$ cat config.mk
export PLATFORM = sky130hd
export DESIGN_NAME = pulse_count_backlight_dimmer
export DESIGN_NICKNAME = d
export VERILOG_FILES = /design/src/hw/rtl/pcbd_pkg.sv /design/src/hw/rtl/pcbd_map.sv /design/src/hw/rtl/pcbd_track.sv /design/src/hw/rtl/pulse_count_backlight_dimmer.sv
export SDC_FILE = /design/constraint.sdc
export NUM_CORES = 1
export LEC_CHECK = 0
export BUFFER_PORTS_ARGS = -buffer_cell sky130_fd_sc_hd__buf_2
export CAP_MARGIN = 10
export CORE_ASPECT_RATIO = 0.75
export CORE_UTILIZATION = 40
export CTS_BUF_LIST = sky130_fd_sc_hd__clkbuf_8
export DETAILED_ROUTE_END_ITERATION = 10
export SYNTH_ARGS = -nofsm -noshare
export SYNTH_HDL_FRONTEND = slang
export SYNTH_HIERARCHICAL = 1
export SYNTH_SLANG_ARGS = --single-unit
export TNS_END_PERCENT = 10
$ cat constraint.sdc
create_clock -name aclk -period 13.7 [get_ports aclk]
set_input_delay 1.37 -clock aclk [delete_from_list [all_inputs] [get_ports aclk]]
set_output_delay 1.37 -clock aclk [all_outputs]
set_load 0.05 [all_outputs]
$ cat src/hw/rtl/pcbd_pkg.sv
// pcbd_pkg: types, constants and range table for the pulse-count backlight dimmer
// used by pcbd_map, pcbd_track and pulse_count_backlight_dimmer
`timescale 1ns / 1ps

package pcbd_pkg;

    // dimming chip steps, a power of two so the pulse count wraps on its low bits
    localparam int STEP_COUNT    = 32;
    localparam int STEP_W        = $clog2(STEP_COUNT);
    localparam int TABLE_ENTRIES = 21;
    localparam int RANGE_ROWS    = 21;
    localparam int LEVEL_W       = 8;
    localparam int NEW_STEP_W    = 6;
    localparam int PULSE_W       = 5;

    localparam int S_TDATA_W = 16;
    localparam int M_TDATA_W = 16;

    // percent rescale: level * 255 / 100, floor, by reciprocal 5243 / 2^19
    localparam logic [7:0]  LEVEL_MAX = 8'd255;
    localparam logic [7:0]  PCT_FULL  = 8'd100;
    localparam logic [12:0] PCT_RECIP = 13'd5243;
    localparam int          PCT_SHIFT = 19;

    // configuration register indexes
    localparam int CFG_IDX_W = 2;
    localparam logic [CFG_IDX_W-1:0] CFG_MIN_LEVEL     = 2'd0;
    localparam logic [CFG_IDX_W-1:0] CFG_DIMMING_STEP  = 2'd1;
    localparam logic [CFG_IDX_W-1:0] CFG_PERCENT_INPUT = 2'd2;
    localparam int CFG_DATA_W = 8;

    localparam logic [7:0] MIN_LEVEL_RST    = 8'd30;
    localparam logic [4:0] DIMMING_STEP_RST = 5'd31;

    typedef logic [LEVEL_W-1:0]    level_t;
    typedef logic [NEW_STEP_W-1:0] step_t;

    typedef struct packed {
        step_t              new_step;
        logic [PULSE_W-1:0] pulse_count;
        logic               enable_first;
        logic               reset_low_first;
        logic               drive_off;
    } result_t;

    localparam int RESULT_W = $bits(result_t);

    localparam level_t RANGE_TOP [RANGE_ROWS] = '{
        8'd255, 8'd244, 8'd233, 8'd222, 8'd211, 8'd200, 8'd189, 8'd178, 8'd166,
        8'd154, 8'd141, 8'd127, 8'd113, 8'd99,  8'd85,  8'd71,  8'd57,  8'd43,
        8'd30,  8'd20,  8'd0
    };

    localparam step_t RANGE_STEP [RANGE_ROWS] = '{
        6'd7,  6'd9,  6'd10, 6'd11, 6'd12, 6'd13, 6'd14, 6'd16, 6'd18, 6'd20,
        6'd22, 6'd23, 6'd24, 6'd25, 6'd26, 6'd27, 6'd28, 6'd29, 6'd31, 6'd31,
        6'd32
    };

endpackage

$ cat src/hw/rtl/pcbd_map.sv
// pcbd_map: turns a brightness request into a target step
// optional percent rescale, dimming threshold and range table; uses pcbd_pkg
`timescale 1ns / 1ps

module pcbd_map (
    input  pcbd_pkg::level_t level,
    input  logic             percent_input,
    input  pcbd_pkg::level_t min_level,
    input  logic [4:0]       dimming_step,
    output pcbd_pkg::step_t  target
);
    import pcbd_pkg::*;

    logic [15:0] scaled_full;
    logic [28:0] recip_prod;
    level_t      pct_level;
    level_t      lvl;

    // level * 255 as a shift and subtract
    assign scaled_full = {level, 8'd0} - {8'd0, level};
    assign recip_prod  = {13'd0, scaled_full} * {16'd0, PCT_RECIP};
    assign pct_level   = (level > PCT_FULL) ? LEVEL_MAX
                                            : recip_prod[PCT_SHIFT +: LEVEL_W];
    assign lvl         = percent_input ? pct_level : level;

    always_comb begin
        logic found;
        found  = 1'b0;
        target = '0;
        if (lvl == '0) begin
            target = '0;
        end else if (lvl < min_level) begin
            target = {1'b0, dimming_step};
        end else begin
            for (int i = 0; i < TABLE_ENTRIES - 1 && i < RANGE_ROWS - 1; i++) begin
                if (!found && lvl <= RANGE_TOP[i] && lvl > RANGE_TOP[i+1]) begin
                    target = RANGE_STEP[i];
                    found  = 1'b1;
                end
            end
        end
    end

endmodule

$ cat src/hw/rtl/pcbd_track.sv
// pcbd_track: holds the chip's current step and works out line actions and pulses
// updates its state when an item moves on; uses pcbd_pkg
`timescale 1ns / 1ps

module pcbd_track (
    input  logic              aclk,
    input  logic              aresetn,
    input  logic              advance,
    input  pcbd_pkg::step_t   target,
    input  logic              line_is_high,
    output pcbd_pkg::result_t result
);
    import pcbd_pkg::*;

    step_t current_step_reg, current_step_next;
    logic  step_known_reg, step_known_next;

    always_comb begin
        step_t cur;
        step_t diff;
        cur    = '0;
        diff   = '0;
        result = '0;
        result.new_step = target;
        if (target == '0) begin
            result.drive_off = 1'b1;
        end else begin
            if (!step_known_reg) begin
                if (line_is_high) begin
                    result.reset_low_first = 1'b1;
                    cur = '0;
                end else begin
                    // unknown with line low counts as one below zero
                    cur = NEW_STEP_W'(STEP_COUNT - 1);
                end
            end else begin
                cur = current_step_reg;
            end
            if ((step_known_reg || line_is_high) && cur == '0) begin
                result.enable_first = 1'b1;
                cur = NEW_STEP_W'(STEP_COUNT);
            end
            diff = target - cur;
            result.pulse_count = PULSE_W'(diff[STEP_W-1:0]);
        end
    end

    assign current_step_next = advance ? target : current_step_reg;
    assign step_known_next   = advance ? 1'b1 : step_known_reg;

    always_ff @(posedge aclk) begin
        if (!aresetn) begin
            current_step_reg <= '0;
            step_known_reg   <= 1'b0;
        end else begin
            current_step_reg <= current_step_next;
            step_known_reg   <= step_known_next;
        end
    end

endmodule

$ cat src/hw/rtl/pulse_count_backlight_dimmer.sv
// Backlight dimmer for a one-wire, 32-step pulse-count dimming chip. Each input
// item is a brightness request; each produces exactly one result item telling
// whether to hold the line low, reset it low first, raise it to enable, how many
// pulses to send and the step the chip holds afterwards. One item per clock is
// accepted while m_tready does not hold the output back; each item passes the input
// register, then the result register, and while a result waits an empty input
// register still lets the next item in. Configuration writes must happen while no
// item is in flight.
// depends on pcbd_pkg, pcbd_map, pcbd_track
`timescale 1ns / 1ps

module pulse_count_backlight_dimmer (
    input  logic                           aclk,
    input  logic                           aresetn,
    input  logic                           s_tvalid,
    output logic                           s_tready,
    // [7:0] level, [8] line_is_high, rest zero
    input  logic [pcbd_pkg::S_TDATA_W-1:0]  s_tdata,
    output logic                           m_tvalid,
    input  logic                           m_tready,
    // [0] drive_off, [1] reset_low_first, [2] enable_first, [7:3] pulse_count,
    // [13:8] new_step, rest zero
    output logic [pcbd_pkg::M_TDATA_W-1:0]  m_tdata,
    input  logic                           cfg_we,
    input  logic [pcbd_pkg::CFG_IDX_W-1:0]  cfg_index,
    input  logic [pcbd_pkg::CFG_DATA_W-1:0] cfg_data
);
    import pcbd_pkg::*;

    level_t     min_level_reg;
    logic [4:0] dimming_step_reg;
    logic       percent_input_reg;

    logic    in_valid_reg, in_valid_next;
    level_t  in_level_reg;
    logic    in_line_reg;
    logic    out_valid_reg, out_valid_next;
    result_t out_data_reg;

    logic    advance;
    step_t   target;
    result_t result;

    always_ff @(posedge aclk) begin
        if (!aresetn) begin
            min_level_reg     <= MIN_LEVEL_RST;
            dimming_step_reg  <= DIMMING_STEP_RST;
            percent_input_reg <= 1'b0;
        end else if (cfg_we) begin
            unique case (cfg_index)
                CFG_MIN_LEVEL:     min_level_reg     <= cfg_data[7:0];
                CFG_DIMMING_STEP:  dimming_step_reg  <= cfg_data[4:0];
                CFG_PERCENT_INPUT: percent_input_reg <= cfg_data[0];
                default: ;
            endcase
        end
    end

    // an item moves from the input register once the result register is free
    assign advance        = in_valid_reg && (!out_valid_reg || m_tready);
    assign s_tready       = !in_valid_reg || advance;
    assign in_valid_next  = (s_tvalid && s_tready) ? 1'b1 : (advance ? 1'b0 : in_valid_reg);
    assign out_valid_next = advance ? 1'b1 : (m_tready ? 1'b0 : out_valid_reg);

    always_ff @(posedge aclk) begin
        if (!aresetn) begin
            in_valid_reg  <= 1'b0;
            out_valid_reg <= 1'b0;
        end else begin
            in_valid_reg  <= in_valid_next;
            out_valid_reg <= out_valid_next;
        end
    end

    always_ff @(posedge aclk) begin
        if (s_tvalid && s_tready) begin
            in_level_reg <= s_tdata[7:0];
            in_line_reg  <= s_tdata[8];
        end
        if (advance) begin
            out_data_reg <= result;
        end
    end

    pcbd_map u_map (
        .level         (in_level_reg),
        .percent_input (percent_input_reg),
        .min_level     (min_level_reg),
        .dimming_step  (dimming_step_reg),
        .target        (target)
    );

    pcbd_track u_track (
        .aclk         (aclk),
        .aresetn      (aresetn),
        .advance      (advance),
        .target       (target),
        .line_is_high (in_line_reg),
        .result       (result)
    );

    assign m_tvalid = out_valid_reg;
    assign m_tdata  = {(M_TDATA_W - RESULT_W)'(0), out_data_reg};

endmodule
# Yosys cells after proc, flatten, opt, wreduce, memory -nomap -nowiden

Cells that the tools add are included.
Widths: inputs -> output; s select.

Eq/ne operators: 2
Multiplexer cells: 93
Multiply operators: 1
Reductions and logical operators: 76
Magnitude comparators: 42
Add/subtract/negate cells: 2

Operator list:

| kind                   | count |
|---|---|
| $le 8x8->1 const B     | 11 |
| $gt 8x8->1 const B     | 10 |
| $mux 5                 | 16 |
| $mux 1                 | 64 |
| $gt 8x7->1 const B     | 6 |
| $logic_and 1x1->1      | 42 |
| $le 8x7->1 const B     | 5 |
| $mul 16x13->27 const B | 1 |
| $mux 4                 | 6 |
| $mux 6                 | 4 |
| $logic_not 1->1        | 21 |
| $gt 8x5->1 const B     | 2 |
| $gt 8x6->1 const B     | 2 |
| $le 8x5->1 const B     | 2 |
| $le 8x6->1 const B     | 2 |
| $mux 8                 | 2 |
| $sub 16x8->16          | 1 |
| $logic_not 6->1        | 2 |
| $gt 8x1->1 const B     | 1 |
| $logic_not 8->1        | 1 |
| $lt 8x8->1             | 1 |
| $reduce_and 2->1       | 3 |
| $sub 5x5->5            | 1 |
| $reduce_bool 2->1      | 2 |
| other kinds (6)        | 8 |

Output and inout bits: 18
Logic and storage cells: 230
Input bits: 31
Register bits: 46

# Depth between registers and ports, before layout

Gate-level depths: netlist (run 1).

Depth in word-level cells: 130
Mapped depth: 41
Gate-level depth less buffers: 40

# Cells and area by module

Netlist (run 1), hierarchy kept.

Modules (own cells, without submodules):

| module                       | cells an instance | times used | area each (sq um) |
|---|---|---|---|
| pcbd_map                     | 608               | 1          | 5191.2 |
| pulse_count_backlight_dimmer | 92                | 1          | 1393.8 |
| pcbd_track                   | 66                | 1          | 569.3 |

# Worst setup path before layout (run 1)

No wires, ideal clock.

Kind: register to register
Start: register in_level_reg[0]
End: register out_data_reg (netlist bit m_tdata[7]) (data pin)
Path slack: 4645 ps
Arrival: 8791 ps
Clock period less this slack: 9055 ps
Cell stages (with the launch flop): 39
Setup time: 264 ps
Path through: edfxtp_1 clkbuf_1 nor3_1 nand2b_1 or4_1 nand2_1 inv_1 nor2_1 inv_1 fa_1 inv_1 ha_1 fa_1 fa_1 inv_1 fa_1 inv_1 ha_1 (+3 left out) o31ai_1 mux2_2 nand2_1 inv_2 ha_1 a21oi_1 nor2b_1 o21ai_0 o311ai_1 a21oi_1 and4bb_1 a31oi_1 inv_1 fa_1 nand2b_1 o2bb2ai_1 xor3_1 nor2_1

Cells in the longest elaborated chain, start to end: 124
Elaborated cells on any way between the ends: 186

Ends and longest elaborated chain:

| what                                           | RTL line                           | source |
|---|---|---|
| start: declaration                             | pulse_count_backlight_dimmer.sv:35 | `level_t in_level_reg;` |
| start signal: assignment                       | pulse_count_backlight_dimmer.sv:77 | `in_level_reg <= s_tdata[7:0];` |
| $sub 16x8->16                                  | pcbd_map.sv:20                     | `assign scaled_full = {level, 8'd0} - {8'd0, level};` |
| $mul 16x13->27                                 | pcbd_map.sv:21                     | `assign recip_prod = {13'd0, scaled_full} * {16'd0, PCT_RECIP};` |
| $mux 8                                         | pcbd_map.sv:22                     | `assign pct_level = (level > PCT_FULL) ? LEVEL_MAX` |
| $mux 8 *                                       | pcbd_map.sv:24                     | `assign lvl = percent_input ? pct_level : level;` |
| $le 8x8->1 or $gt 8x8->1 (tied branches)       | pcbd_map.sv:36                     | `if (!found && lvl <= RANGE_TOP[i] && lvl > RANGE_TOP[i+1]) begin` |
| $logic_and 1x1->1                              | pcbd_map.sv:36                     |  |
| $mux 1                                         | pcbd_map.sv:36                     |  |
| $mux 1                                         | pcbd_map.sv:32                     | `end else if (lvl < min_level) begin` |
| (+108 left out)                                | --                                 |  |
| $mux 1                                         | pcbd_map.sv:30                     | `if (lvl == '0) begin` |
| $logic_not 1->1                                | pcbd_map.sv:36                     |  |
| $logic_and 1x1->1 (2 in series)                | pcbd_map.sv:36                     |  |
| $mux 5                                         | pcbd_map.sv:36                     |  |
| $mux 6                                         | pcbd_map.sv:32                     |  |
| $mux 6 *                                       | pcbd_map.sv:30                     |  |
| named net target[1]                            | pulse_count_backlight_dimmer.sv:41 | `step_t target;` |
| $sub 5x5->5 or $logic_not 6->1 (tied branches) | pcbd_track.sv:43, pcbd_track.sv:25 |  |
| end signal: assignment                         | pulse_count_backlight_dimmer.sv:81 | `out_data_reg <= result;` |
| end: declaration                               | pulse_count_backlight_dimmer.sv:38 | `result_t out_data_reg;` |

The timed path passes the listed nets; every way through them passes the cells marked *. The select of a mux whose other input is x is not followed.
A chain may end at the register's enable or synchronous reset.

# Worst setup path after layout (run 1)

Start: register in_level_reg[2]
End: register out_data_reg (netlist bit m_tdata[7]) (data pin)

Same word-level chain as after synthesis.

==> results of run 1 <==
==> metrics by stage <==
stage            util  total power [mW]  cell area [um^2]
2_1_floorplan       -             1.234              7158
3_3_place_gp   0.4371             1.549              7490
3_5_place_dp   0.4371             1.558              7490
4_1_cts        0.4422             1.652              7576
5_1_grt        0.4422             1.867              7576
6_report       0.4422             1.655              7576
==> where the power goes <==
group	internal (mW)	switching [mW]
registers	0.164	0.00913
clock network	0.0353	0.0474
logic	0.516	0.883
total	0.715	0.939
==> cell families after synthesis <==
logic type                 synth area share
muxes                               0.03830
and+or+nand+nor                      0.1520
adders and majority gates            0.3973
buffers and inverters               0.09286
DFF                                  0.1609
xor gates and xnor gates            0.02116
AOI/OAI and AO/OA                    0.1364
other                              0.001050
==> layout make-up <==
class                      instances  area share
inverter                         134     0.06639
tap                              236     0.03898
clock buffer                       5    0.009083
timing repair buffer              39     0.02576
multi-input combinational        561      0.7055
clock inverter                     3    0.002312
sequential                        46      0.1519
==> worst max-delay path: cells and delay by family, from the launching register on <==
| kind | cells | cell delay [ns] |
|---|---|---|
| buffers and inverters | 7 | 0.73 |
| adder cells (fa/ha/maj) | 8 | 3.49 |
| XOR/XNOR | 1 | 0.18 |
| AND/OR/NAND/NOR | 13 | 3.09 |
| AO/OA/AOI/OAI | 7 | 2.05 |
| flip-flops | 1 | 0.61 |
| multiplexers | 1 | 0.40 |
==> worst paths after layout <==
check,slack (ns),end,from
worst max-delay path,2.88,m_tdata[7]$_DFFE_PP_,in_level_reg[2]$_DFFE_PP_
worst min-delay path,0.46,min_level_reg[0]$_SDFFE_PN0P_,min_level_reg[0]$_SDFFE_PN0P_
worst max register to register,2.88,m_tdata[7]$_DFFE_PP_,in_level_reg[2]$_DFFE_PP_
worst min register to register,0.46,min_level_reg[0]$_SDFFE_PN0P_,min_level_reg[0]$_SDFFE_PN0P_
==> cells in the final DEF, fill, tap and decap left out, drive strengths merged, types with 4 or more instances in the layout <==
| master | Yosys | routed |
|---|---|---|
| dfxtp | 23 | 23 |
| nor2 | 37 | 37 |
| clkbuf | 5 | 5 |
| xor2 | 7 | 7 |
| and3 | 7 | 7 |
| ha | 112 | 112 |
| o21ai | 22 | 22 |
| a211oi | 4 | 4 |
| a21o | 8 | 8 |
| nand2b | 6 | 6 |
| nand4 | 10 | 10 |
| mux2i | 24 | 24 |
| o211ai | 4 | 4 |
| a211o | 5 | 5 |
| nand3 | 16 | 16 |
| a31oi | 6 | 6 |
| and2 | 6 | 6 |
| buf | 21 | 39 |
| a21oi | 41 | 41 |
| nor2b | 22 | 22 |
| xnor2 | 5 | 5 |
| edfxtp | 23 | 23 |
| nand2 | 44 | 44 |
| or4 | 5 | 5 |
| inv | 134 | 135 |
| o21a | 9 | 9 |
| nand3b | 4 | 4 |
| nor4 | 4 | 4 |
| nor3 | 20 | 20 |
| o31ai | 4 | 4 |
| fa | 72 | 72 |
==> routing by layer <==
metal,vias to the layer above,wire length [um]
met5,-,0
met4,0,71
met3,11,1036
met2,141,6689
met1,2648,9363
li1,2687,-
==> results list, run 1 <==
- The worst-case IR drop observed on VDD is roughly 0.11 mV.
* Unrepaired setup endpoints after global routing: no
- In this design, the stage delay of the slowest critical-path cell is roughly 0.68 ns.
- Filler cell count in the final layout: 1,708
- Summed over all failing endpoints, the final setup total negative slack is 0 ns.
* Unique cell type count in the Yosys netlist: 84
- The global routing stage identified its most utilized layer as met1.
* Mean instance size in the synthesized netlist: between 9 and 10 um^2
* Most instantiated flip-flop cell in the synthesis netlist: edfxtp_1
* Final hold violations: 0
- Clock-pin slew was measured on the worst setup and hold paths at 0.09 ns.
* Normalized max-slew margin: 0.2513
- In the final layout, flip-flops and latches occupy 1151 um^2.
* Effective utilization at floorplan: 0.4176
- Worst hold path type: flop to flop
* Cell with the largest stage delay on the worst path: a31oi_1
- Die Y-Extent: 117.8 um
* Global-route track usage on met1: 0.3279
- Total number of vias: 5,487
* Routed wire length per instance: 16.76 um
- For the pin with the worst max-slew slack, the measured transition is 1.118 ns.
* Part of the Yosys area used for sequential elements: 0.1609
* Most Frequent Cell on Critical Path: inv_1
- Cell depth of the worst hold path: 2
- Combined area of the multi-input logic cells: 5345 um^2
- From synthesis to final layout, the design area changed by 5.894%.
- FF+latch count, synth: 46
- Final setup margin: 2.875 ns
- Post-synth top cells: inv_1, ha_1, fa_1
* Clock insertion delay at the later pin of the skew report: 0.31 ns
- In this run the core area contains 41 standard-cell rows.
- Across every metal layer, demand over resource in global routing totals 0.2012.
* Crit path time final: 10.82 ns
* Outcome: completed
- Area leader, netlist: fa_1
- In this run the worst path has a maximum fanout of 10.
- The region available for standard cell placement spans 17,130 um^2.
- Setup crit end kind: flop
- The die covers 18,430 um^2.
- Cell types occupying the most area after synthesis: fa_1, ha_1, edfxtp_1, inv_1, dfxtp_1
- Synth Cell Area: 7154 um^2
- The max-slew violation total from the final report is 0.
* Non-filler instance count after layout: just over 1,000
- The clock tree synthesis step divided the H-tree into 2 levels.
- In this run the post-CTS setup repair buffer count came out at 0.
- Largest register FFs: 14
- Critical Path Start Type: flop
- The most common cell in the synthesized netlist is inv_1.
* Total clock buffers created by CTS: 5
- Counting flops with an async set or reset pin after synthesis yields a share of 0.
* Depth of the worst register-to-register path: 37
- Routed via count divided by cell count: 5.358
- Total power divided by cell area: 218.4 nW/um^2
* Fraction of final layout cells sized beyond drive strength 1: 0.09391
- Antenna diode count: 0
- Final hold analysis gives a worst-case slack of 0.4640 ns.
- After detailed placement, the design holds a cell count of a little over 1,000.
- Total congestion overflow after global routing: 0
- Post-route DRC: 0
* Floorplan die width: between 150 and 200 um
* Required time at the worst-slack endpoint: about 14 ns
- Clk_skew: 0.008791 ns
- Worst Setup Path Type: flop to flop
- At the placement stage, the worst setup path has a slack of 2.970 ns.
- Post_cts resized: 0
- During synthesis, Yosys emitted a total of 6 warnings.
- Vias in the first global route: around 5,400
- The cell sitting at the root of the clock tree is a clkbuf_8.
- In this run the count of I/O pins placed on the die edge is 49.
- In this run, the number of DRC markers left after iteration 0 of detailed routing was 512.
- Wire length of the first global-routing pass: a little under 30,000 um
* Largest net degree at the start of global routing: 31
* Met3 Resource Use GR: 0.03976
- Total wire length: 17,160 um
- Global placement routability congestion: 0.9260
- Synth top area share: 0.2015
* CTS Hold Buffers Added: 0
* Clock tree buffer depth: 2
- Arrival time of data at the critical path endpoint: between 10 and 15 ns
- TritonCTS built the clock tree.
- Number of antenna violations at the first check in global routing: 0
* Crit share post-route: 0.7901
* Antenna viol nets, final: 0
* Fmax: just over 90 MHz
- During placement, the flow inserted port buffers numbering 39.
- Setup violations remaining at the end of the flow were counted as 0.
- Global routing met2 resource utilization: 0.2748
* Leak pwr: ~3.6 nW
* CTS sink cnt: 46
- Synthesized instance count: 766
- First drt pass iteration count: 5
- Number of synthesized flops with an enable pin: 23
- The wire-length estimate of the detail-placed layout is 14,510 um.
* Post-layout net count: 1,002
- Max_cap viols: 0
Note: power is estimated with default switching activity, not from simulation.
==> inputs of run 2 (changes only) <==
==> constraint.sdc (replaced) <==
create_clock -name aclk -period 10.14 [get_ports aclk]
set_input_delay 1.014 -clock aclk [delete_from_list [all_inputs] [get_ports aclk]]
set_output_delay 1.014 -clock aclk [all_outputs]
set_load 0.05 [all_outputs]
==> results list, run 2 (synthesized netlist as in run 1, its figures left out) <==
- Delay-heaviest family, CP: adder cells
* Total buffers and inverters traversed by the critical path: 8 (+1)
- The detailed-placement wirelength estimate came to 14,640 um (+0.87%).
* Highest routed metal layer: met4
* Max VDD drop: 0.1581 mV (+40%)
- Seq. cell area: 1151 um^2 (unchanged)
- CTS sink cnt: 46 (unchanged)
* Required time at the worst-slack endpoint: 10.20 ns (-3.56 ns)
- Routed via count divided by cell count: 5.262 (-1.8%)
- The number of optimization iterations in the first detailed-route pass is 5 (unchanged).
* Global placement routability congestion: 0.9357 (+1.0%)
- Wire length of the first global-routing pass: 28,650 um (-1.1%)
* Total Neg Setup Slack: 0 ns (unchanged)
* Fraction of final layout cells sized beyond drive strength 1: 0.1224 (+0.02846)
* Count of pins over their slew limit: 0 (unchanged)
- Most Frequent Cell on Critical Path: inv_1
- The worst hold slack is 0.4639 ns (-0.00008400 ns).
- Std-Cell Core Area: 17,130 um^2 (unchanged)
- The relative max-transition margin is 0.2579 (+0.006551).
- Routed wire length per instance: 16.39 um (-2.2%)
* Number of I/O pins: 49 (unchanged)
- The met1 wire length came to 9281 um (-0.88%).
- The die outline width is 156.4 um (unchanged).
- The transition at the pin with the smallest max-transition slack is 1.108 ns (-0.009782 ns).
- P&R area growth vs syn: 8.430%
* Leading cell type in the layout, fill and taps excluded: inv_1
- Total wire length: 17,130 um (-0.20%)
- CTS placed an instance of clkbuf_8 at the clock tree root.
- The leakage power figure is 3.753 nW (+2.9%).
* Outcome: completed
* All-Layer GR Usage: 0.1998 (-0.001336)
* Clock tree buffer depth: 2 (unchanged)
* Commonest cells after routing, fill and taps aside: inv_1, ha_1, fa_1, nand2_1
* Post-layout net count: 1,023 (+2.1%)
* Total congestion overflow after global routing: 0 (unchanged)
* Beginning of the worst register-to-register path: in_level_reg[0]$_DFFE_PP_
* Largest register FFs: 14 (unchanged)
- Crit share post-route: 0.9483 (+0.1582)
* Amount of wire on met3 after detailed routing: 1250 um (+21%)
- Combined area of the multi-input logic cells: 5369 um^2 (+0.44%)
* Arrival time of data at the critical path endpoint: 9.68 ns (-1.21 ns)
- The total number of H-tree levels came to 2 (unchanged).
- The worst setup path is of the flop to flop kind.
- Setup repair after global routing left no endpoint under its margin.
* Filler cell count in the final layout: 1,722 (+0.82%)
* Vias in the first global route: 5,361 (-0.81%)
- Critical Path Start Type: flop
- Post-route DRC: 0 (unchanged)
* Worst hold path type: flop to flop
* Hold path endpoint: min_level_reg[7]$_SDFFE_PN0P_
- The number of cell instances on the worst register-to-register path was 35 (-5.4%).
- The number of nets with antenna violations after routing is 0 (unchanged).
* Total power divided by cell area: 292.9 nW/um^2 (+34%)
* Critical path's largest stage delay: 0.54 ns (-0.14 ns)
- The startpoint identified for the worst hold timing path is min_level_reg[7]$_SDFFE_PN0P_.
- The floorplan die height was 117.8 um (unchanged).
- Placed Cells incl. Taps: 1,037 (+2.1%)
* Max FO, Critical Path: 8 (-2)
* Max_cap viols: 0 (unchanged)
* Clk_skew: 0.01442 ns (+0.005628 ns)
- Initial DRC count: 485 (-5.3%)
* Number of antenna violations at the first check in global routing: 0 (unchanged)
* Setup violations, final: 0 (unchanged)
- The die footprint is 18,430 um^2 (unchanged).
- The clock slew at the register clock pins of the worst setup and hold paths came to 0.09 ns (about the same).
- Total number of vias: 5,499 (+0.22%)
- The met2 wirelength from detailed routing is 6546 um (-2.1%).
- Setup crit end kind: flop
- Slack of the worst reg-to-reg path: 0.52 ns (-2.35 ns)
- The effective utilization at floorplan came to 0.4176 (unchanged).
- Non-filler instance count after layout: 1,045 (+2.1%)
* Total clock buffers created by CTS: 5 (unchanged)
- Number of placement rows: 41 (unchanged)
* Crit path time final: 9.616 ns (-1.209 ns)
- Antenna diode count: 0 (unchanged)
* Clock insertion delay at the later pin of the skew report: 0.31 ns (about the same)
- Among all stages on the critical path, the largest delay is contributed by edfxtp_1.
* TritonCTS clock tree: built
- The pin count of the biggest net entering global routing came to 31 (unchanged).
- Final hold violations: 0 (unchanged)
* Fmax: 104.0 MHz (+13%)
* PortBufs: 39 (unchanged)
* Worst reg2reg endpoint: m_tdata[7]$_DFFE_PP_
- The cell count of the worst hold path is 2 (unchanged).
==> run 2: how the worst max path moves through the flow <==
stage | startpoint | to | slack (ns) | cells after the start
after global routing | in_level_reg[0]$_DFFE_PP_ | m_tdata[7]$_DFFE_PP_ | 0.001 | 38
after detailed placement | in_level_reg[0]$_DFFE_PP_ | m_tdata[7]$_DFFE_PP_ | 0.31 | 36
after global placement | in_level_reg[0]$_DFFE_PP_ | m_tdata[7]$_DFFE_PP_ | 0.37 | 36
after floorplan | in_level_reg[0]$_DFFE_PP_ | m_tdata[7]$_DFFE_PP_ | 1.09 | 38
final | in_level_reg[0]$_DFFE_PP_ | m_tdata[7]$_DFFE_PP_ | 0.52 | 35
after CTS | in_level_reg[0]$_DFFE_PP_ | m_tdata[7]$_DFFE_PP_ | 0.24 | 36
==> run 2: layout make-up <==
class                   count  share of cell area
clock buffers               5            0.008871
clock inverters             3            0.002258
inverters                 134             0.06484
multi-input cells         561              0.6921
flip-flops and latches     46              0.1484
well taps                 236             0.03806
repair buffers             60             0.04548
==> run 2: where the power goes <==
group          internal, mW  switching [mW]  total [mW]
logic                 0.721            1.21        1.93
clock network        0.0477          0.0642       0.112
registers             0.222         0.00986       0.232
total                 0.991            1.28        2.27
==> run 2: worst min-delay path: cells and delay by family, from the launching register on <==
family / cells / cell delay, ns
mux: 1 / 0.05
simple gates: 1 / 0.05
flops: 1 / 0.32
==> run 2: repair_timing <==
action	CTS	global route
endpoints found under the setup margin	0	7
buffers inserted	0	0
hold buffers	0	0
gates resized for setup	0	5
==> run 2: routing by layer <==
metal,global-route usage,vias to the layer above
li1,-,2732
met1,0.3336,2584
met2,0.2670,178
met3,0.03387,5
met4,0.02022,0
met5,0,-
==> run 2: metrics by stage <==
| step | total power, mW | utilization | worst slack, ns | instance area [um^2] |
|---|---|---|---|---|
| floorplan | 1.667 | - | 1.085 | 7158 |
| global placement | 2.112 | 0.4463 | 0.3722 | 7647 |
| detailed placement | 2.127 | 0.4463 | 0.3150 | 7647 |
| CTS | 2.253 | 0.4514 | 0.2393 | 7734 |
| global route | 2.538 | 0.4528 | 0.001435 | 7757 |
| finish | 2.273 | 0.4528 | 0.5242 | 7757 |
==> inputs of run 3 (changes only) <==
--- a/config.mk
+++ b/config.mk
@@ -8,7 +8,7 @@
 export BUFFER_PORTS_ARGS = -buffer_cell sky130_fd_sc_hd__buf_2
 export CAP_MARGIN = 10
 export CORE_ASPECT_RATIO = 0.75
-export CORE_UTILIZATION = 40
+export CORE_UTILIZATION = 45
 export CTS_BUF_LIST = sky130_fd_sc_hd__clkbuf_8
 export DETAILED_ROUTE_END_ITERATION = 10
 export SYNTH_ARGS = -nofsm -noshare
==> results list, run 3 (synthesized netlist as in run 1, its figures left out) <==
* Outcome: completed
- Floorplan die width: 147.6 um (-5.6%)
- The detailed-placement wirelength estimate is 15,250 um (+4.2%).
- TritonCTS clock tree: built
- The first-pass GRT wire length was 29,590 um (+3.3%).
- The total number of nets in the final design was 1,017 (-0.59%).
- Clk_skew: 0.005636 ns (-0.008783 ns)
* PortBufs: 39 (unchanged)
* Antenna viol nets, final: 0 (unchanged)
- Delay-heaviest family, CP: adder cells
* Amount of wire on met3 after detailed routing: 1188 um (-5.0%)
* Highest routed metal layer: met4
- The worst path required time is 10.19 ns (about the same).
- Buffers inserted during post-CTS setup optimization: 0 (unchanged)
- Hold path endpoint: min_level_reg[7]$_SDFFE_PN0P_
* Fraction of final layout cells sized beyond drive strength 1: 0.1146 (-0.007803)
- The worst hold slack is 0.4598 ns (-0.004107 ns).
- The final global-route overflow total is 0 (unchanged).
- The number of flip-flops under the largest register name was 14 (unchanged).
- Vias in the first global route: 5,719 (+6.7%)
- The pin count of the biggest net entering global routing was 31 (unchanged).
- The worst reg-to-reg setup slack is 0.57 ns (+0.05 ns).
* Antenna diode count: 0 (unchanged)
* Max_cap viols: 0 (unchanged)
- First drt pass iteration count: 5 (unchanged)
- Leaving out fill and tap cells, the most frequent cell in the layout is inv_1.
- Initial DRC count: 487 (+0.41%)
* Setup crit end kind: flop
* Beginning of the worst register-to-register path: in_level_reg[1]$_DFFE_PP_
- Normalized max-slew margin: 0.2712 (+0.01332)
- Crit share post-route: 0.9435 (-0.004854)
- Critical path's largest stage delay: 0.59 ns (+0.05 ns)
- Die Y-Extent: 111.2 um (-5.6%)
- The die footprint was 16,410 um^2 (-11%).
* Cell depth of the worst hold path: 2 (unchanged)
* Routed length on met2: 7519 um (+15%)
- Total wire length: 17,680 um (+3.2%)
- The total number of vias is 5,583 (+1.5%).
* Critical Path Stages: 34 (-2.9%)
* Cell with the largest stage delay on the worst path: fa_1
* H-tree depth: 2 (unchanged)
- Total buffers and inverters traversed by the critical path: 5 (-3)
- Total power divided by cell area: 299.1 nW/um^2 (+2.1%)
* Actual transition at the worst max-transition pin: 1.088 ns (-0.01989 ns)
- The area growth from synthesis to layout is 7.643%.
- The clock slew at the register clock pins of the worst setup and hold paths is 0.09 ns (about the same).
* Post_cts resized: 0 (unchanged)
- The initial antenna violation count came to 0 (unchanged).
* Max VDD drop: 0.2259 mV (+43%)
* Setup violations, final: 0 (unchanged)
* Post-route DRC: 0 (unchanged)
- The number of hold buffers added after CTS was 0 (unchanged).
- The worst-skew pair later-pin latency was 0.30 ns (about the same).
* All-Layer GR Usage: 0.2308 (+0.03097)
- The final number of hold-violating endpoints is 0 (unchanged).
* Routed via count divided by cell count: 5.539 (+5.3%)
- Count of pins over their slew limit: 0 (unchanged)
* Std-Cell Core Area: 15,370 um^2 (-10%)
- The worst setup path is of the flop to flop kind.
* Arrival time of data at the critical path endpoint: 9.62 ns (-0.06 ns)
- The final RePlAce weighted congestion was 0.8987 (-4.0%).
* Max FO, Critical Path: 6 (-2)
- Critical Path Start Type: flop
* Commonest cells after routing, fill and taps aside: inv_1, ha_1, fa_1, nand2_1, a21oi_1
* Routed wire length per instance: 17.54 um (+7.0%)
- The met1 wire length came to 8908 um (-4.0%).
- Number of I/O pins: 49 (unchanged)
* Min-Delay Startpoint: min_level_reg[7]$_SDFFE_PN0P_
* Depth of the worst register-to-register path: 34 (-2.9%)
* Unrepaired setup endpoints after global routing: no
- Fmax: 104.5 MHz (+0.51%)
- The TritonCTS buffer count came to 5 (unchanged).
- Worst reg2reg endpoint: m_tdata[7]$_DFFE_PP_
- The leakage power figure is 3.729 nW (-0.64%).
- The min-delay analysis places its worst path in the category flop to flop.
* Total Neg Setup Slack: 0 ns (unchanged)
- The clock period minus worst slack is 9.567 ns (-0.04922 ns).
* Number of placement rows: 39 (-4.9%)
- Clock tree buffer depth: 2 (unchanged)
* CTS sink cnt: 46 (unchanged)
* CTS root buffer: clkbuf_8
* Effective utilization at floorplan: 0.4654 (+0.04789)
-- run 3: cell type report --
class / count / area (um^2)
clock buffer: 5 / 68.82
clock inverter: 3 / 41.29
fill: 1457 / 7670
inverter: 134 / 503.0
multi-input combinational: 561 / 5373
sequential: 46 / 1151
tap: 205 / 256.5
timing repair buffer: 54 / 307.8
-- run 3: power breakdown --
group / total (mW) / internal, mW / switching, mW / leakage [nW]
combinational: 1.94 / 0.724 / 1.21 / 3.27
clock: 0.135 / 0.0725 / 0.0626 / 0.0556
sequential: 0.233 / 0.222 / 0.0108 / 0.406
-- run 3: metal layers --
metal	vias up	global-route usage
met2	182	0.3500
met5	-	0
met4	0	0.01718
met3	9	0.04321
met1	2669	0.3511
li1	2723	-
-- run 3: worst min-delay path, cell delays in order (launching register included) --
cell and delay [ns]:
dfxtp_1 0.32, nand2_1 0.05, mux2i_1 0.05
-- run 3: worst max-delay path by stage --
stage                                   start                   end  slack, ns
finish              in_level_reg[1]$_DFFE_PP_  m_tdata[7]$_DFFE_PP_       0.57
global route        in_level_reg[1]$_DFFE_PP_  m_tdata[7]$_DFFE_PP_       0.03
detailed placement  in_level_reg[1]$_DFFE_PP_  m_tdata[7]$_DFFE_PP_       0.55
CTS                 in_level_reg[1]$_DFFE_PP_  m_tdata[7]$_DFFE_PP_       0.49
floorplan           in_level_reg[0]$_DFFE_PP_  m_tdata[7]$_DFFE_PP_       1.09
global placement    in_level_reg[1]$_DFFE_PP_  m_tdata[7]$_DFFE_PP_       0.69
-- run 3: metrics by stage --
stage,area (um^2),utilization,cells,total power [mW],setup WS [ns]
detailed placement,7564,0.4921,1000,2.134,0.5519
floorplan,7158,-,767,1.667,1.085
global placement,7564,0.4921,1000,2.085,0.6918
finish,7701,0.5010,1008,2.303,0.5734
global route,7701,0.5010,1008,2.587,0.02525
CTS,7674,0.4992,1008,2.283,0.4930
